===== src/nird_pkg.sv =====
// ============================================================================
// nird_pkg - shared types and constants for the NEC IR pulse decoder
// Request codes, register indexes, reset windows and the structs passed
// between the decoder's modules.
// ============================================================================
package nird_pkg;

   // request codes
   localparam logic [1:0] REQ_PULSE   = 2'd0;
   localparam logic [1:0] REQ_TIMEOUT = 2'd1;
   localparam logic [1:0] REQ_POP     = 2'd2;

   // register indexes on the csr port
   localparam int unsigned CSR_INDEX_W = 4;
   localparam logic [CSR_INDEX_W-1:0] CSR_LEADER_LOW  = 4'd0;
   localparam logic [CSR_INDEX_W-1:0] CSR_LEADER_HIGH = 4'd1;
   localparam logic [CSR_INDEX_W-1:0] CSR_REPEAT_LOW  = 4'd2;
   localparam logic [CSR_INDEX_W-1:0] CSR_REPEAT_HIGH = 4'd3;
   localparam logic [CSR_INDEX_W-1:0] CSR_ZERO_LOW    = 4'd4;
   localparam logic [CSR_INDEX_W-1:0] CSR_ZERO_HIGH   = 4'd5;
   localparam logic [CSR_INDEX_W-1:0] CSR_ONE_LOW     = 4'd6;
   localparam logic [CSR_INDEX_W-1:0] CSR_ONE_HIGH    = 4'd7;

   // window reset values in microseconds
   localparam logic [15:0] RST_LEADER_LOW  = 16'd4200;
   localparam logic [15:0] RST_LEADER_HIGH = 16'd4700;
   localparam logic [15:0] RST_REPEAT_LOW  = 16'd2000;
   localparam logic [15:0] RST_REPEAT_HIGH = 16'd2500;
   localparam logic [15:0] RST_ZERO_LOW    = 16'd300;
   localparam logic [15:0] RST_ZERO_HIGH   = 16'd800;
   localparam logic [15:0] RST_ONE_LOW     = 16'd1400;
   localparam logic [15:0] RST_ONE_HIGH    = 16'd1800;

   localparam logic [5:0] FRAME_BITS = 6'd32;

   typedef struct packed {
      logic [15:0] lo;
      logic [15:0] hi;
   } window_type;

   typedef struct packed {
      window_type leader;
      window_type rpt;
      window_type zero;
      window_type one;
   } cfg_type;

   // pulse class; at most one bit set, in priority order
   typedef struct packed {
      logic leader;
      logic rpt;
      logic zero;
      logic one;
   } class_type;

   typedef struct packed {
      logic [7:0]  popped_command;
      logic        frame_done;
      logic        frame_valid;
      logic [31:0] frame_word;
      logic [7:0]  held_command;
      logic        in_frame;
   } rsp_type;

   // exclusive window test
   function automatic logic in_window(logic [15:0] w, window_type win);
      return (w > win.lo) && (w < win.hi);
   endfunction

endpackage


===== src/nird_csr.sv =====
// ============================================================================
// nird_csr - pulse window registers
// Eight 16-bit exclusive bounds, written through the csr port.
// ============================================================================
module nird_csr (
   input  logic                            clock,
   input  logic                            reset,
   input  logic                            csr_write,
   input  logic [nird_pkg::CSR_INDEX_W-1:0] csr_index,
   input  logic [15:0]                     csr_data,
   output nird_pkg::cfg_type               cfg
);

   nird_pkg::cfg_type cfg_ff;
   nird_pkg::cfg_type cfg_in;

   // decode the register index; other indexes are dropped
   always_comb begin
      cfg_in = cfg_ff;
      if (csr_write) begin
         unique case (csr_index)
            nird_pkg::CSR_LEADER_LOW:  cfg_in.leader.lo = csr_data;
            nird_pkg::CSR_LEADER_HIGH: cfg_in.leader.hi = csr_data;
            nird_pkg::CSR_REPEAT_LOW:  cfg_in.rpt.lo    = csr_data;
            nird_pkg::CSR_REPEAT_HIGH: cfg_in.rpt.hi    = csr_data;
            nird_pkg::CSR_ZERO_LOW:    cfg_in.zero.lo   = csr_data;
            nird_pkg::CSR_ZERO_HIGH:   cfg_in.zero.hi   = csr_data;
            nird_pkg::CSR_ONE_LOW:     cfg_in.one.lo    = csr_data;
            nird_pkg::CSR_ONE_HIGH:    cfg_in.one.hi    = csr_data;
            default: begin
            end
         endcase
      end
   end

   always_ff @(posedge clock) begin
      if (reset) begin
         cfg_ff.leader.lo <= nird_pkg::RST_LEADER_LOW;
         cfg_ff.leader.hi <= nird_pkg::RST_LEADER_HIGH;
         cfg_ff.rpt.lo    <= nird_pkg::RST_REPEAT_LOW;
         cfg_ff.rpt.hi    <= nird_pkg::RST_REPEAT_HIGH;
         cfg_ff.zero.lo   <= nird_pkg::RST_ZERO_LOW;
         cfg_ff.zero.hi   <= nird_pkg::RST_ZERO_HIGH;
         cfg_ff.one.lo    <= nird_pkg::RST_ONE_LOW;
         cfg_ff.one.hi    <= nird_pkg::RST_ONE_HIGH;
      end else begin
         cfg_ff <= cfg_in;
      end
   end

   assign cfg = cfg_ff;

endmodule


===== src/nird_classify.sv =====
// ============================================================================
// nird_classify - pulse width classifier
// Tests a width against the leader, repeat, zero and one windows; the
// first window that matches wins.
// ============================================================================
module nird_classify (
   input  logic [15:0]          pulse_us,
   input  nird_pkg::cfg_type    cfg,
   output nird_pkg::class_type  cls
);

   logic hit_leader;
   logic hit_rpt;
   logic hit_zero;
   logic hit_one;

   assign hit_leader = nird_pkg::in_window(pulse_us, cfg.leader);
   assign hit_rpt    = nird_pkg::in_window(pulse_us, cfg.rpt);
   assign hit_zero   = nird_pkg::in_window(pulse_us, cfg.zero);
   assign hit_one    = nird_pkg::in_window(pulse_us, cfg.one);

   // resolve overlaps by priority
   assign cls.leader = hit_leader;
   assign cls.rpt    = !hit_leader && hit_rpt;
   assign cls.zero   = !hit_leader && !hit_rpt && hit_zero;
   assign cls.one    = !hit_leader && !hit_rpt && !hit_zero && hit_one;

endmodule


===== src/nird_core.sv =====
// ============================================================================
// nird_core - frame assembly and command state
// Holds the frame shifter, bit count, stored frame and commands; works out
// the next state and the result of one request.
// ============================================================================
module nird_core (
   input  logic                 clock,
   input  logic                 reset,
   input  logic                 fire,
   input  logic [1:0]           req_type,
   input  nird_pkg::class_type  cls,
   output nird_pkg::rsp_type    rsp
);

   logic        receiving_ff, receiving_in;
   logic [5:0]  bit_index_ff, bit_index_in;
   logic [31:0] shift_word_ff, shift_word_in;
   logic [31:0] stored_frame_ff, stored_frame_in;
   logic [7:0]  verified_ff, verified_in;
   logic [7:0]  posted_ff, posted_in;

   logic [31:0] shift_set;
   logic [5:0]  bit_next;
   logic        check_ok;

   // shift in the next bit, LSB first
   assign shift_set = cls.one ? (shift_word_ff | (32'd1 << bit_index_ff[4:0]))
                              : shift_word_ff;
   assign bit_next  = bit_index_ff + 6'd1;
   assign check_ok  = (shift_set[7:0] == ~shift_set[15:8]) &&
                      (shift_set[23:16] == ~shift_set[31:24]);

   // next state and result
   always_comb begin
      receiving_in    = receiving_ff;
      bit_index_in    = bit_index_ff;
      shift_word_in   = shift_word_ff;
      stored_frame_in = stored_frame_ff;
      verified_in     = verified_ff;
      posted_in       = posted_ff;
      rsp.popped_command = 8'd0;
      rsp.frame_done     = 1'b0;
      rsp.frame_valid    = 1'b0;
      case (req_type)
         nird_pkg::REQ_PULSE: begin
            if (cls.leader) begin
               receiving_in  = 1'b1;
               bit_index_in  = 6'd0;
               shift_word_in = 32'd0;
            end else if (cls.rpt) begin
               if (!receiving_ff && (verified_ff != 8'd0)) begin
                  posted_in = verified_ff;
               end
            end else if (receiving_ff) begin
               if (!cls.zero && !cls.one) begin
                  receiving_in  = 1'b0;
                  bit_index_in  = 6'd0;
                  shift_word_in = 32'd0;
               end else begin
                  shift_word_in = shift_set;
                  bit_index_in  = bit_next;
                  if (bit_next >= nird_pkg::FRAME_BITS) begin
                     stored_frame_in = shift_set;
                     receiving_in    = 1'b0;
                     rsp.frame_done  = 1'b1;
                     if (check_ok) begin
                        rsp.frame_valid = 1'b1;
                        verified_in     = shift_set[23:16];
                        posted_in       = shift_set[23:16];
                     end
                  end
               end
            end
         end
         nird_pkg::REQ_TIMEOUT: begin
            receiving_in  = 1'b0;
            bit_index_in  = 6'd0;
            shift_word_in = 32'd0;
         end
         nird_pkg::REQ_POP: begin
            rsp.popped_command = posted_ff;
            posted_in          = 8'd0;
         end
         default: begin
         end
      endcase
      rsp.frame_word   = stored_frame_in;
      rsp.held_command = verified_in;
      rsp.in_frame     = receiving_in;
   end

   // commit state when the request moves to the result register
   always_ff @(posedge clock) begin
      if (reset) begin
         receiving_ff    <= 1'b0;
         bit_index_ff    <= 6'd0;
         shift_word_ff   <= 32'd0;
         stored_frame_ff <= 32'd0;
         verified_ff     <= 8'd0;
         posted_ff       <= 8'd0;
      end else if (fire) begin
         receiving_ff    <= receiving_in;
         bit_index_ff    <= bit_index_in;
         shift_word_ff   <= shift_word_in;
         stored_frame_ff <= stored_frame_in;
         verified_ff     <= verified_in;
         posted_ff       <= posted_in;
      end
   end

endmodule


===== src/nec_ir_pulse_decoder.sv =====
// ============================================================================
// nec_ir_pulse_decoder - NEC infrared remote pulse decoder
// Classifies measured pulse widths, assembles 32-bit frames, checks the
// inverse bytes and posts verified commands for pop requests.
// ============================================================================
//
//   channel  direction  handshake            payload
//   req      in         req_valid/req_stall  req_type, req_pulse_us
//   rsp      out        rsp_valid/rsp_stall  popped_command .. in_frame
//   csr      in         csr_valid/csr_ready  csr_index, csr_data
//
// One request per cycle sustained while rsp_stall is low; one result per request.
// A request is held in the input register, decoded against the window
// compares and the frame state, and the result is loaded into the output
// register when the request advances. With both registers full, rsp_stall reaches
// req_stall combinationally in the same cycle.
// Synchronous reset restores the window defaults and clears frame state.
// csr_ready is always high; write only while idle.
// ============================================================================
module nec_ir_pulse_decoder (
   input  logic                             clock,
   input  logic                             reset,
   input  logic                             req_valid,
   output logic                             req_stall,
   input  logic [1:0]                       req_type,
   input  logic [15:0]                      req_pulse_us,
   output logic                             rsp_valid,
   input  logic                             rsp_stall,
   output logic [7:0]                       rsp_popped_command,
   output logic                             rsp_frame_done,
   output logic                             rsp_frame_valid,
   output logic [31:0]                      rsp_frame_word,
   output logic [7:0]                       rsp_held_command,
   output logic                             rsp_in_frame,
   input  logic                             csr_valid,
   output logic                             csr_ready,
   input  logic [nird_pkg::CSR_INDEX_W-1:0] csr_index,
   input  logic [15:0]                      csr_data
);

   logic              in_valid_ff, in_valid_in;
   logic [1:0]        in_type_ff;
   logic [15:0]       in_pulse_ff;
   logic              out_valid_ff, out_valid_in;
   nird_pkg::rsp_type out_ff;

   logic                accept;
   logic                advance;
   nird_pkg::cfg_type   cfg;
   nird_pkg::class_type cls;
   nird_pkg::rsp_type   result;

   // handshake
   assign csr_ready    = 1'b1;
   assign advance      = in_valid_ff && (!out_valid_ff || !rsp_stall);
   assign req_stall    = in_valid_ff && !advance;
   assign accept       = req_valid && !req_stall;
   assign in_valid_in  = accept || (in_valid_ff && !advance);
   assign out_valid_in = advance || (out_valid_ff && rsp_stall);

   nird_csr u_csr (
      .clock     (clock),
      .reset     (reset),
      .csr_write (csr_valid && csr_ready),
      .csr_index (csr_index),
      .csr_data  (csr_data),
      .cfg       (cfg)
   );

   nird_classify u_classify (
      .pulse_us (in_pulse_ff),
      .cfg      (cfg),
      .cls      (cls)
   );

   nird_core u_core (
      .clock    (clock),
      .reset    (reset),
      .fire     (advance),
      .req_type (in_type_ff),
      .cls      (cls),
      .rsp      (result)
   );

   // input register: load on transfer
   always_ff @(posedge clock) begin
      if (reset) begin
         in_valid_ff <= 1'b0;
      end else begin
         in_valid_ff <= in_valid_in;
      end
      if (accept) begin
         in_type_ff  <= req_type;
         in_pulse_ff <= req_pulse_us;
      end
   end

   // result register: load when the request advances
   always_ff @(posedge clock) begin
      if (reset) begin
         out_valid_ff <= 1'b0;
      end else begin
         out_valid_ff <= out_valid_in;
      end
      if (advance) begin
         out_ff <= result;
      end
   end

   assign rsp_valid          = out_valid_ff;
   assign rsp_popped_command = out_ff.popped_command;
   assign rsp_frame_done     = out_ff.frame_done;
   assign rsp_frame_valid    = out_ff.frame_valid;
   assign rsp_frame_word     = out_ff.frame_word;
   assign rsp_held_command   = out_ff.held_command;
   assign rsp_in_frame       = out_ff.in_frame;

   // a passing frame is always a completed one
   a_valid_done: assert property (@(posedge clock) disable iff (reset)
      rsp_valid && rsp_frame_valid |-> rsp_frame_done)
      else $error("frame_valid without frame_done");

   // a completed frame ends reception
   a_done_idle: assert property (@(posedge clock) disable iff (reset)
      rsp_valid && rsp_frame_done |-> !rsp_in_frame)
      else $error("frame_done while still in frame");

   // a verified frame latches its command byte
   a_held_cmd: assert property (@(posedge clock) disable iff (reset)
      rsp_valid && rsp_frame_valid |-> rsp_held_command == rsp_frame_word[23:16])
      else $error("held command differs from verified frame");

   // an accepted request occupies the input register next cycle
   a_accept_load: assert property (@(posedge clock) disable iff (reset)
      accept |=> in_valid_ff)
      else $error("accepted request lost");

   // an advancing request shows up as a result
   a_advance_out: assert property (@(posedge clock) disable iff (reset)
      advance |=> rsp_valid)
      else $error("advanced request produced no result");

endmodule

===== config.mk =====
export PLATFORM = sky130hd
export DESIGN_NAME = nec_ir_pulse_decoder
export DESIGN_NICKNAME = d
export VERILOG_FILES = /design/src/nird_pkg.sv /design/src/nird_csr.sv /design/src/nird_classify.sv /design/src/nird_core.sv /design/src/nec_ir_pulse_decoder.sv
export SDC_FILE = /design/constraint.sdc
export NUM_CORES = 1
export LEC_CHECK = 0
export BUFFER_PORTS_ARGS = -buffer_cell sky130_fd_sc_hd__buf_2
export CAP_MARGIN = 20
export CORE_MARGIN = 2
export CORE_UTILIZATION = 65
export CTS_BUF_LIST = sky130_fd_sc_hd__clkbuf_8
export CTS_CLUSTER_DIAMETER = 60
export DETAILED_ROUTE_END_ITERATION = 7
export GPL_TIMING_DRIVEN = 0
export PLACE_DENSITY = 0.94
export SYNTH_ARGS = -nofsm -noshare
export SYNTH_HDL_FRONTEND = slang
export SYNTH_SLANG_ARGS = --single-unit

===== constraint.sdc =====
create_clock -name clock -period 10.1 [get_ports clock]
set_input_delay 2.525 -clock clock [delete_from_list [all_inputs] [get_ports clock]]
set_output_delay 2.525 -clock clock [all_outputs]
set_load 0.02 [all_outputs]

Yosys cells after proc, flatten, opt, wreduce, memory -nomap -nowiden
Cells that the tools add are included.

word-level totals
  RAM bits = 0
  memories kept = 0
  memory bits (read-only) = 0
  latch bits = 0
  bits of input ports = 43
  word-level logic and storage cells = 146
  register bits = 286

operators by class
  equal/unequal tests = 19
  mux-type cells = 40
  reduce and logical (&&, ||, !) cells = 46
  magnitude comparators = 9
  multiply operators = 0
  add/subtract/negate cells = 1
  bitwise logic cells = 6
  div/mod/pow operators = 0
  shifts and indexed selects = 1

operator list
  cell                                                                      number
  32-bit two-way mux                                                        11
  8-bit two-way mux                                                         14
  16-bit greater-than comparator                                            4
  16-bit less-than comparator                                               4
  32-bit one-hot mux with 2 select lines                                    1
  32-bit OR                                                                 1
  1-bit by 5-bit << shifter with 32-bit output (first input constant)       1
  6-bit two-way mux                                                         4
  4-bit by 3-bit equality test with 1-bit output (second input constant)    4
  8-bit equality test                                                       2
  1-bit logical AND                                                         16
  8-bit inverter                                                            2
  8-bit one-hot mux with 2 select lines                                     1
  2-bit AND reduction                                                       8
  3-bit by 2-bit inequality test with 1-bit output (second input constant)  5
  6-bit one-hot mux with 2 select lines                                     1
  1-bit logical NOT                                                         10
  4-bit by 2-bit equality test with 1-bit output (second input constant)    2
  8-bit AND reduction                                                       1
  8-bit nonzero test                                                        1
  6-bit by 1-bit adder with 6-bit output (second input constant)            1
  6-bit greater-or-equal comparator (second input constant)                 1
  1-bit two-way mux                                                         6
  3-bit inequality test (second input constant)                             2
  14 further kinds                                                          19

Depth between registers and ports, before layout
Gate-level depths: netlist of run 1.

  word-level depth = 17
  mapped depth = 15
  gate-level depth less buffers = 12

Modules after synthesis
From an unflattened synthesis of run 1, not the netlist that was laid out.

unflattened totals
  cell total of the unflattened synthesis = 1624
  area total of the unflattened synthesis = 15366.0 µm²

modules (own cells, without submodules)
  module                cells each  area each (µm²)  instances
  nird_core             643         5077.4           1
  nird_csr              461         4999.8           1
  nird_classify         439         3119.2           1
  nec_ir_pulse_decoder  81          2169.6           1

Least setup slack after synthesis of run 1
OpenSTA, ideal clock, no wires.

  kind = input -> output
  start point = input rsp_stall
  end point = output req_stall
  buffers on the path = 0
  arrival = 2805 ps
  cell stages on the path = 1
  setup slack = 4770 ps
  cells stage by stage = and3_1

on the way
  longest elaborated chain between the ends = 5

ends and longest elaborated chain
  element             RTL line                    source
  start: declaration  nec_ir_pulse_decoder.sv:28  input logic rsp_stall,
  1-bit logical NOT   nec_ir_pulse_decoder.sv:55  assign advance = in_valid_ff && (!out_valid_ff || !rsp_stall);
  1-bit logical OR    nec_ir_pulse_decoder.sv:55
  1-bit logical AND   nec_ir_pulse_decoder.sv:55
  1-bit logical NOT   nec_ir_pulse_decoder.sv:56  assign req_stall = in_valid_ff && !advance;
  1-bit logical AND   nec_ir_pulse_decoder.sv:56
  end: declaration    nec_ir_pulse_decoder.sv:24  output logic req_stall,

No other way between the ends.

Worst setup path after layout of run 1
Same ends and word-level chain as after synthesis.

==> results of run 1 <==
## report_power, final
part / leakage [uW] / internal, uW / switching, uW
registers: 0.00238 / 1190 / 25.3
logic: 0.00361 / 67.8 / 148
clock network: 0.000544 / 511 / 474
## worst paths after layout
path / start / to / slack, ps
hold / removal: u_csr.cfg[42]$_SDFFE_PP0P_ / u_csr.cfg[42]$_SDFFE_PP0P_ / 450
setup / recovery: rsp_stall / req_stall / 4570
hold reg to reg: u_csr.cfg[42]$_SDFFE_PP0P_ / u_csr.cfg[42]$_SDFFE_PP0P_ / 450
setup reg to reg: in_pulse_ff[15]$_DFFE_PP_ / rsp_frame_word[16]$_DFFE_PP_ / 4750
## kinds of logic (layout without fill, tap and decap cells)
logic type / count (synthesis) / after routing
flip-flops: 286 / 286
AO/OA/AOI/OAI: 437 / 437
adder cells (fa/ha/maj): 130 / 130
AND/OR/NAND/NOR: 596 / 596
multiplexers: 36 / 36
other: 1 / 1
buffers and inverters: 255 / 426
XOR/XNOR: 1 / 1
## through the flow
step	hold slack [ps]	area, sq um
6_report	453.6	16700
5_1_grt	468.5	16700
4_1_cts	454.6	16690
3_5_place_dp	446.8	15770
3_3_place_gp	438.3	15730
2_1_floorplan	431.5	14980
## worst max-delay path, cell delays in order
cell	delay, ps
sky130_fd_sc_hd__buf_2	90
sky130_fd_sc_hd__and3_1	210
sky130_fd_sc_hd__buf_2	180
## placed cells by master (no fill, tap or decap), types with 14 or more instances in the layout
master                     count
sky130_fd_sc_hd__buf_4        16
sky130_fd_sc_hd__nand4_1      36
sky130_fd_sc_hd__mux2i_1      18
sky130_fd_sc_hd__dfxtp_1     217
sky130_fd_sc_hd__nor2_1       91
sky130_fd_sc_hd__edfxtp_1     69
sky130_fd_sc_hd__a22oi_1      20
sky130_fd_sc_hd__o211ai_1     56
sky130_fd_sc_hd__clkbuf_8     57
sky130_fd_sc_hd__nor3_1       19
sky130_fd_sc_hd__inv_1       165
sky130_fd_sc_hd__o22ai_1      14
sky130_fd_sc_hd__a21oi_1     176
sky130_fd_sc_hd__ha_1        130
sky130_fd_sc_hd__o21ai_0      48
sky130_fd_sc_hd__nand2_1     336
sky130_fd_sc_hd__mux2_2       16
sky130_fd_sc_hd__buf_2        87
sky130_fd_sc_hd__nand3_1      22
sky130_fd_sc_hd__clkbuf_1     82
sky130_fd_sc_hd__and3_1       14
## sequential cells by signal (all words and copies together) (netlist names), 16 cells and up
| register | cells |
|---|---|
| in_pulse_ff | 16 |
| rsp_frame_word | 32 |
| u_core.shift_word_ff | 32 |
| u_core.stored_frame_ff | 32 |
| u_csr.cfg | 128 |
## per-layer routing
layer / up-vias / track usage / share of wire
met2: 844 / 0.6599 / 0.47
met3: 258 / 0.06972 / 0.093
li1: 6447 / - / -
met1: 6430 / 0.4465 / 0.36
met4: 0 / 0.2717 / 0.079
met5: - / 0 / 0
## final cells by class
cell class	count	area (sq um)	area share
plain buffers	111	493.0	0.02952
well taps	285	356.6	0.02135
clock inverters	30	127.6	0.007642
clock buffers	57	784.5	0.04697
multi-input cells	1201	7537	0.4513
inverters	144	540.5	0.03236
flip-flops and latches	286	6416	0.3842
repair buffers	84	445.4	0.02667
==> impl_summary.log, run 1 <==
INFO  metric worstRegToRegCells = 13
INFO  metric synthesis.nets = 1915
INFO  metric final_worst_path_setup_slack = 4565 ps
INFO  metric final-max-slew-violation-count = 0
INFO  metric async_reset_ff_frac = 0
INFO  metric setup-violations-final = 0
INFO  metric postRouteAntennaNets = 0
INFO  metric placedCellCount = 2108
INFO  metric main_combinational_cell_family_by_area_after_synthesis = compound AO/OA/AOI/OAI gates
INFO  metric dr.first_iter.drc_count = 1309
INFO  metric synth-simple-area-share = 0.1783
INFO  metric synth.yosys.warnings = 0
INFO  metric tritoncts.num_buffers = 47
INFO  metric yosysSeqAreaShare = 0.4284
INFO  metric layout_utilization = 0.7377
INFO  metric antennaDiodeCount = 0
INFO  metric fin_total_pwr = 2420 uW
INFO  metric antenna_violations_before_repair = 0
INFO  metric synthMuxAreaShare = 0.02581
INFO  metric yosys.area_share.adder = 0.1086
INFO  metric grt_overflow_total = 0
INFO  metric synth_compound_area_frac = 0.1891
INFO  metric worst_skew_pair.late_latency = 590 ps
INFO  metric sum_of_net_half_perimeters_after_detailed_placement = 34.19 mm
INFO  metric synth.cell_area = 14980 sq um
INFO  metric grt_start_max_net_pins = 44
INFO  metric areaGrowthSynthToFinish = 11.51%
INFO  metric first_pass_grt_wire_length = 72.14 mm
INFO  metric design.final.nets = 2048
INFO  metric vias_per_cell = 6.360
INFO  metric cts_buffer_depth = 3
INFO  metric placementRows = 55
INFO  metric grt_setup_unrepaired = no
INFO  metric grt_use_total = 0.3891
INFO  metric cts_tree = built
INFO  metric power_density_normalized_to_cell_area = 144.9 nW/um^2
INFO  metric syn_inst = 1742
INFO  metric first_pass_iters = 6
INFO  metric die-width = 155.8 um
INFO  metric routed_wirelength = 47.66 mm
INFO  metric post-synth-top-area-fraction = 0.2901
INFO  metric cts_max_level = 2
INFO  metric total_number_of_clock_tree_sinks = 286
INFO  metric worst-slew-pin-transition = 1045 ps
INFO  metric floorplan.core_area = 22640 sq um
INFO  metric finalNonFillerCells = 2198
INFO  metric io_pins = 97
INFO  metric timing_hold_violations_final = 0
INFO  metric synth_enable_flop_cells = 69
INFO  metric power.leakage = 0.006530 uW
INFO  metric floorplan.initialDensity = 0.6615
INFO  metric worst_ir_drop_vdd = 0.0001283 V
INFO  metric post_synth_xor_area_fraction = 0.0005848
INFO  metric cts_root_buffer = sky130_fd_sc_hd__clkbuf_8
INFO  metric critical_path_data_arrival_time = 3010 ps
INFO  metric crit_fanout = 3
INFO  metric post_drt_wl_per_cell = 21.68 um
INFO  metric maxClockFrequency = 0.1807 GHz
INFO  metric critPathKind = input pin to output pin
INFO  metric fp.dieArea = 24270 sq um
INFO  metric ys_dominant_reg_cell = sky130_fd_sc_hd__dfxtp_1
INFO  metric route.detailed.drc = 0
INFO  metric grt_pass1_vias = 13620
INFO  metric dp_slack = 4568 ps
INFO  metric whs_path_depth = 2
INFO  metric route.vias.total = 13980
INFO  metric worstSetupEndpointType = output pin
INFO  metric yosys-top-cells-count = sky130_fd_sc_hd__nand2_1, sky130_fd_sc_hd__dfxtp_1, sky130_fd_sc_hd__a21oi_1, sky130_fd_sc_hd__inv_1, sky130_fd_sc_hd__ha_1
INFO  metric synth_top_cells_by_area = sky130_fd_sc_hd__dfxtp_1, sky130_fd_sc_hd__edfxtp_1, sky130_fd_sc_hd__ha_1, sky130_fd_sc_hd__nand2_1, sky130_fd_sc_hd__a21oi_1
INFO  metric finalWeightedCongestion = 1.029
INFO  metric total_of_fill_cells_in_the_finished_design = 1705
INFO  metric cts.reportedPaths.clkPinSlew = 50 ps
INFO  metric fin_skew = 29.83 ps
INFO  metric post_cts_resized = 0
INFO  metric ys_seq_elements = 286
INFO  metric min_period_over_period = 0.5480
INFO  metric drv_cap = 0
INFO  metric buffer_ports.inserted = 79
INFO  metric dieHeight = 155.8 um
INFO  metric synth_top_cell_by_area = sky130_fd_sc_hd__dfxtp_1
INFO  metric required = 7580 ps
INFO  metric final.setup.tns = 0 ps
INFO  metric synthDistinctLibCells = 75
INFO  metric cts.repair_timing.setup_buffer_count = 0
INFO  metric min_path_type = flip-flop to flip-flop
INFO  metric slew-limit-headroom = 0.2977
INFO  metric final_layout_size_suffix_gt1_frac = 0.1093
INFO  metric status = complete, no violations
INFO  metric min_clock_period_post_route = 5535 ps
INFO  metric syn_area_per_cell = 8.598 sq um
INFO  metric cts_hold_buf = 0
INFO  metric critical_path_launch_point_type = input pin
INFO  metric yosysMostFrequentCell = sky130_fd_sc_hd__nand2_1
Note: power is estimated with default switching activity, not from simulation.
==> run 2, diff against run 1 <==
--- a/config.mk
+++ b/config.mk
@@ -8,12 +8,12 @@
 export BUFFER_PORTS_ARGS = -buffer_cell sky130_fd_sc_hd__buf_2
 export CAP_MARGIN = 20
 export CORE_MARGIN = 2
-export CORE_UTILIZATION = 65
+export CORE_UTILIZATION = 57
 export CTS_BUF_LIST = sky130_fd_sc_hd__clkbuf_8
 export CTS_CLUSTER_DIAMETER = 60
 export DETAILED_ROUTE_END_ITERATION = 7
 export GPL_TIMING_DRIVEN = 0
-export PLACE_DENSITY = 0.94
+export PLACE_DENSITY = 0.88
 export SYNTH_ARGS = -nofsm -noshare
 export SYNTH_HDL_FRONTEND = slang
 export SYNTH_SLANG_ARGS = --single-unit
==> constraint.sdc (replaced) <==
create_clock -name clock -period 4.86 [get_ports clock]
set_input_delay 1.215 -clock clock [delete_from_list [all_inputs] [get_ports clock]]
set_output_delay 1.215 -clock clock [all_outputs]
set_load 0.02 [all_outputs]
==> impl_summary.log, run 2 (synthesis results as in run 1) <==
INFO  metric status = complete, no violations
INFO  metric critical_path_data_arrival_time = 5010 ps
INFO  metric launch_instance_of_the_worst_register_to_register_path = in_pulse_ff[1]$_DFFE_PP_
INFO  metric antennaDiodeCount = 0
INFO  metric grt_pass1_vias = 13940
INFO  metric dpl_cell_area = 15850 sq um
INFO  metric min_clock_period_post_route = 4704 ps
INFO  metric dr.max_layer_used = met4
INFO  metric grt_overflow_total = 0
INFO  metric worst-slew-pin-transition = 945.5 ps
INFO  metric grt_setup_unrepaired = no
INFO  metric timing_hold_violations_final = 0
INFO  metric timing.hold.ws = 455.1 ps
INFO  metric min_period_over_period = 0.9680
INFO  metric worstRegToRegCells = 12
INFO  metric final-max-slew-violation-count = 0
INFO  metric required = 5170 ps
INFO  metric cts_buffer_depth = 3
INFO  metric die-width = 166.1 um
INFO  metric post_drt_wl_per_cell = 20.79 um
INFO  metric detailroute.wirelength.met3 = 4.972 mm
INFO  metric critical_path_launch_point_type = flip-flop
INFO  metric vias_per_cell = 6.209
INFO  metric sum_of_net_half_perimeters_after_detailed_placement = 33.08 mm
INFO  metric design.final.nets = 2066
INFO  metric layout.cells.most_common_list = sky130_fd_sc_hd__nand2_1, sky130_fd_sc_hd__dfxtp_1, sky130_fd_sc_hd__a21oi_1
INFO  metric cts_root_buffer = sky130_fd_sc_hd__clkbuf_8
INFO  metric largest_register_ffs = 128
INFO  metric min_path_type = flip-flop to flip-flop
INFO  metric route.detailed.drc = 0
INFO  metric postRouteAntennaNets = 0
INFO  metric cts_max_level = 2
INFO  metric slew-limit-headroom = 0.3697
INFO  metric m1WireLength = 17.00 mm
INFO  metric areaGrowthSynthToFinish = 13.36%
INFO  metric first_pass_grt_wire_length = 73.00 mm
INFO  metric grt_start_max_net_pins = 43
INFO  metric buffer_ports.inserted = 79
INFO  metric fin_skew = 24.90 ps
INFO  metric drv_cap = 0
INFO  metric register_to_register_setup_slack = 160 ps
INFO  metric total_number_of_clock_tree_sinks = 286
INFO  metric cts_tree = built
INFO  metric dieHeight = 166.1 um
INFO  metric floorplan.initialDensity = 0.5780
INFO  metric power_density_normalized_to_cell_area = 304.5 nW/um^2
INFO  metric crit-reg2reg-capture = rsp_held_command[3]$_DFFE_PP_
INFO  metric worstSetupEndpointType = flip-flop
INFO  metric first_pass_iters = 6
INFO  metric total_of_fill_cells_in_the_finished_design = 2029
INFO  metric io_pins = 97
INFO  metric fin_total_pwr = 5170 uW
INFO  metric worstSetupStartpoint = in_pulse_ff[1]$_DFFE_PP_
INFO  metric finalWeightedCongestion = 1.040
INFO  metric tritoncts.num_buffers = 49
INFO  metric cts.reportedPaths.clkPinSlew = 60 ps
INFO  metric met2_wirelength = 21.04 mm
INFO  metric route.vias.total = 14080
INFO  metric dr.first_iter.drc_count = 1317
INFO  metric maxClockFrequency = 0.2126 GHz
INFO  metric final.setup.tns = 0 ps
INFO  metric grt_use_total = 0.3332
INFO  metric setup-violations-final = 0
INFO  metric crit_fanout = 8
INFO  metric critPathKind = flip-flop to flip-flop
INFO  metric floorplan.core_area = 25910 sq um
INFO  metric area_of_all_placed_cells_without_fillers = 16980 sq um
INFO  metric placementRows = 59
INFO  metric final_layout_size_suffix_gt1_frac = 0.1211
INFO  metric worst_skew_pair.late_latency = 580 ps
INFO  metric power.leakage = 0.006674 uW
INFO  metric mostFrequentLayoutCell = sky130_fd_sc_hd__nand2_1
INFO  metric fp.dieArea = 27590 sq um
INFO  metric worst_ir_drop_vdd = 0.0002606 V
INFO  metric routed_wirelength = 47.16 mm
INFO  metric cp-endpoint = rsp_held_command[3]$_DFFE_PP_
INFO  metric antenna_violations_before_repair = 0
-- run 2: changes by cell type in the layout (fill, tap and decap cells not counted), sizes merged --
cell      change
buf          +15
clkinvlp      -2
bufinv        +1
inv           +2
clkbuf        +4
-- run 2: metrics by stage --
stage | std cells | util | setup WS [ps]
2_1_floorplan | 1742 | - | 1179
3_3_place_gp | 2156 | 0.6094 | -138.9
3_5_place_dp | 2160 | 0.6117 | -8.743
4_1_cts | 2261 | 0.6524 | 5.329
5_1_grt | 2268 | 0.6552 | 13.14
6_report | 2268 | 0.6552 | 155.7
-- run 2: report_power, final --
part	internal (uW)	switching [uW]
sequential	2480	38.7
combinational	152	323
clock	1170	1010
-- run 2: layout make-up --
type                    count  area, sq um  area share
clock buffers              60        825.8     0.04864
inverters                 144        540.5     0.03184
clock inverters            31        153.9    0.009065
repair buffers            100        583.1     0.03434
plain buffers             111        496.7     0.02926
multi-input cells        1201         7542      0.4442
well taps                 335        419.2     0.02469
flip-flops and latches    286         6416      0.3779
-- run 2: critical path, cell delays in order, from the launching register on --
cell and delay, ps:
sky130_fd_sc_hd__edfxtp_1 620, sky130_fd_sc_hd__ha_1 410, sky130_fd_sc_hd__nor2b_1 150, sky130_fd_sc_hd__o211ai_1 190
sky130_fd_sc_hd__a2111oi_0 150, sky130_fd_sc_hd__nor4b_2 610, sky130_fd_sc_hd__o22ai_2 250, sky130_fd_sc_hd__or4_1 550
sky130_fd_sc_hd__clkbuf_1 210, sky130_fd_sc_hd__mux2i_1 310, sky130_fd_sc_hd__nand4_1 170, sky130_fd_sc_hd__nor2_2 400
sky130_fd_sc_hd__mux2_2 410
-- run 2: how the worst min path moves through the flow --
stage | startpoint | endpoint | depth (start not counted)
finish | u_core.stored_frame_ff[30]$_SDFFE_PP0P_ | u_core.stored_frame_ff[30]$_SDFFE_PP0P_ | 2
global route | u_csr.cfg[76]$_SDFFE_PP0P_ | u_csr.cfg[76]$_SDFFE_PP0P_ | 2
CTS | u_core.stored_frame_ff[30]$_SDFFE_PP0P_ | u_core.stored_frame_ff[30]$_SDFFE_PP0P_ | 2
detailed placement | u_core.stored_frame_ff[15]$_SDFFE_PP0P_ | u_core.stored_frame_ff[15]$_SDFFE_PP0P_ | 2
global placement | u_core.stored_frame_ff[21]$_SDFFE_PP0P_ | u_core.stored_frame_ff[21]$_SDFFE_PP0P_ | 2
floorplan | u_csr.cfg[0]$_SDFFE_PP0P_ | u_csr.cfg[0]$_SDFFE_PP0P_ | 2
-- run 2: routing by layer --
layer  global-route usage  vias up
li1                     -     6475
met1               0.3796     6512
met2               0.5412      834
met3              0.08270      261
met4               0.2526        0
met5                    0        -
-- run 2: repair_timing --
action / CTS / global route
buffers inserted: 10 / 7
hold buffers: 0 / 0
endpoints found under the setup margin: 1 / 59
pin swaps: 0 / 2
resized for setup: 0 / 6
endpoints found under the hold margin: 0 / 0
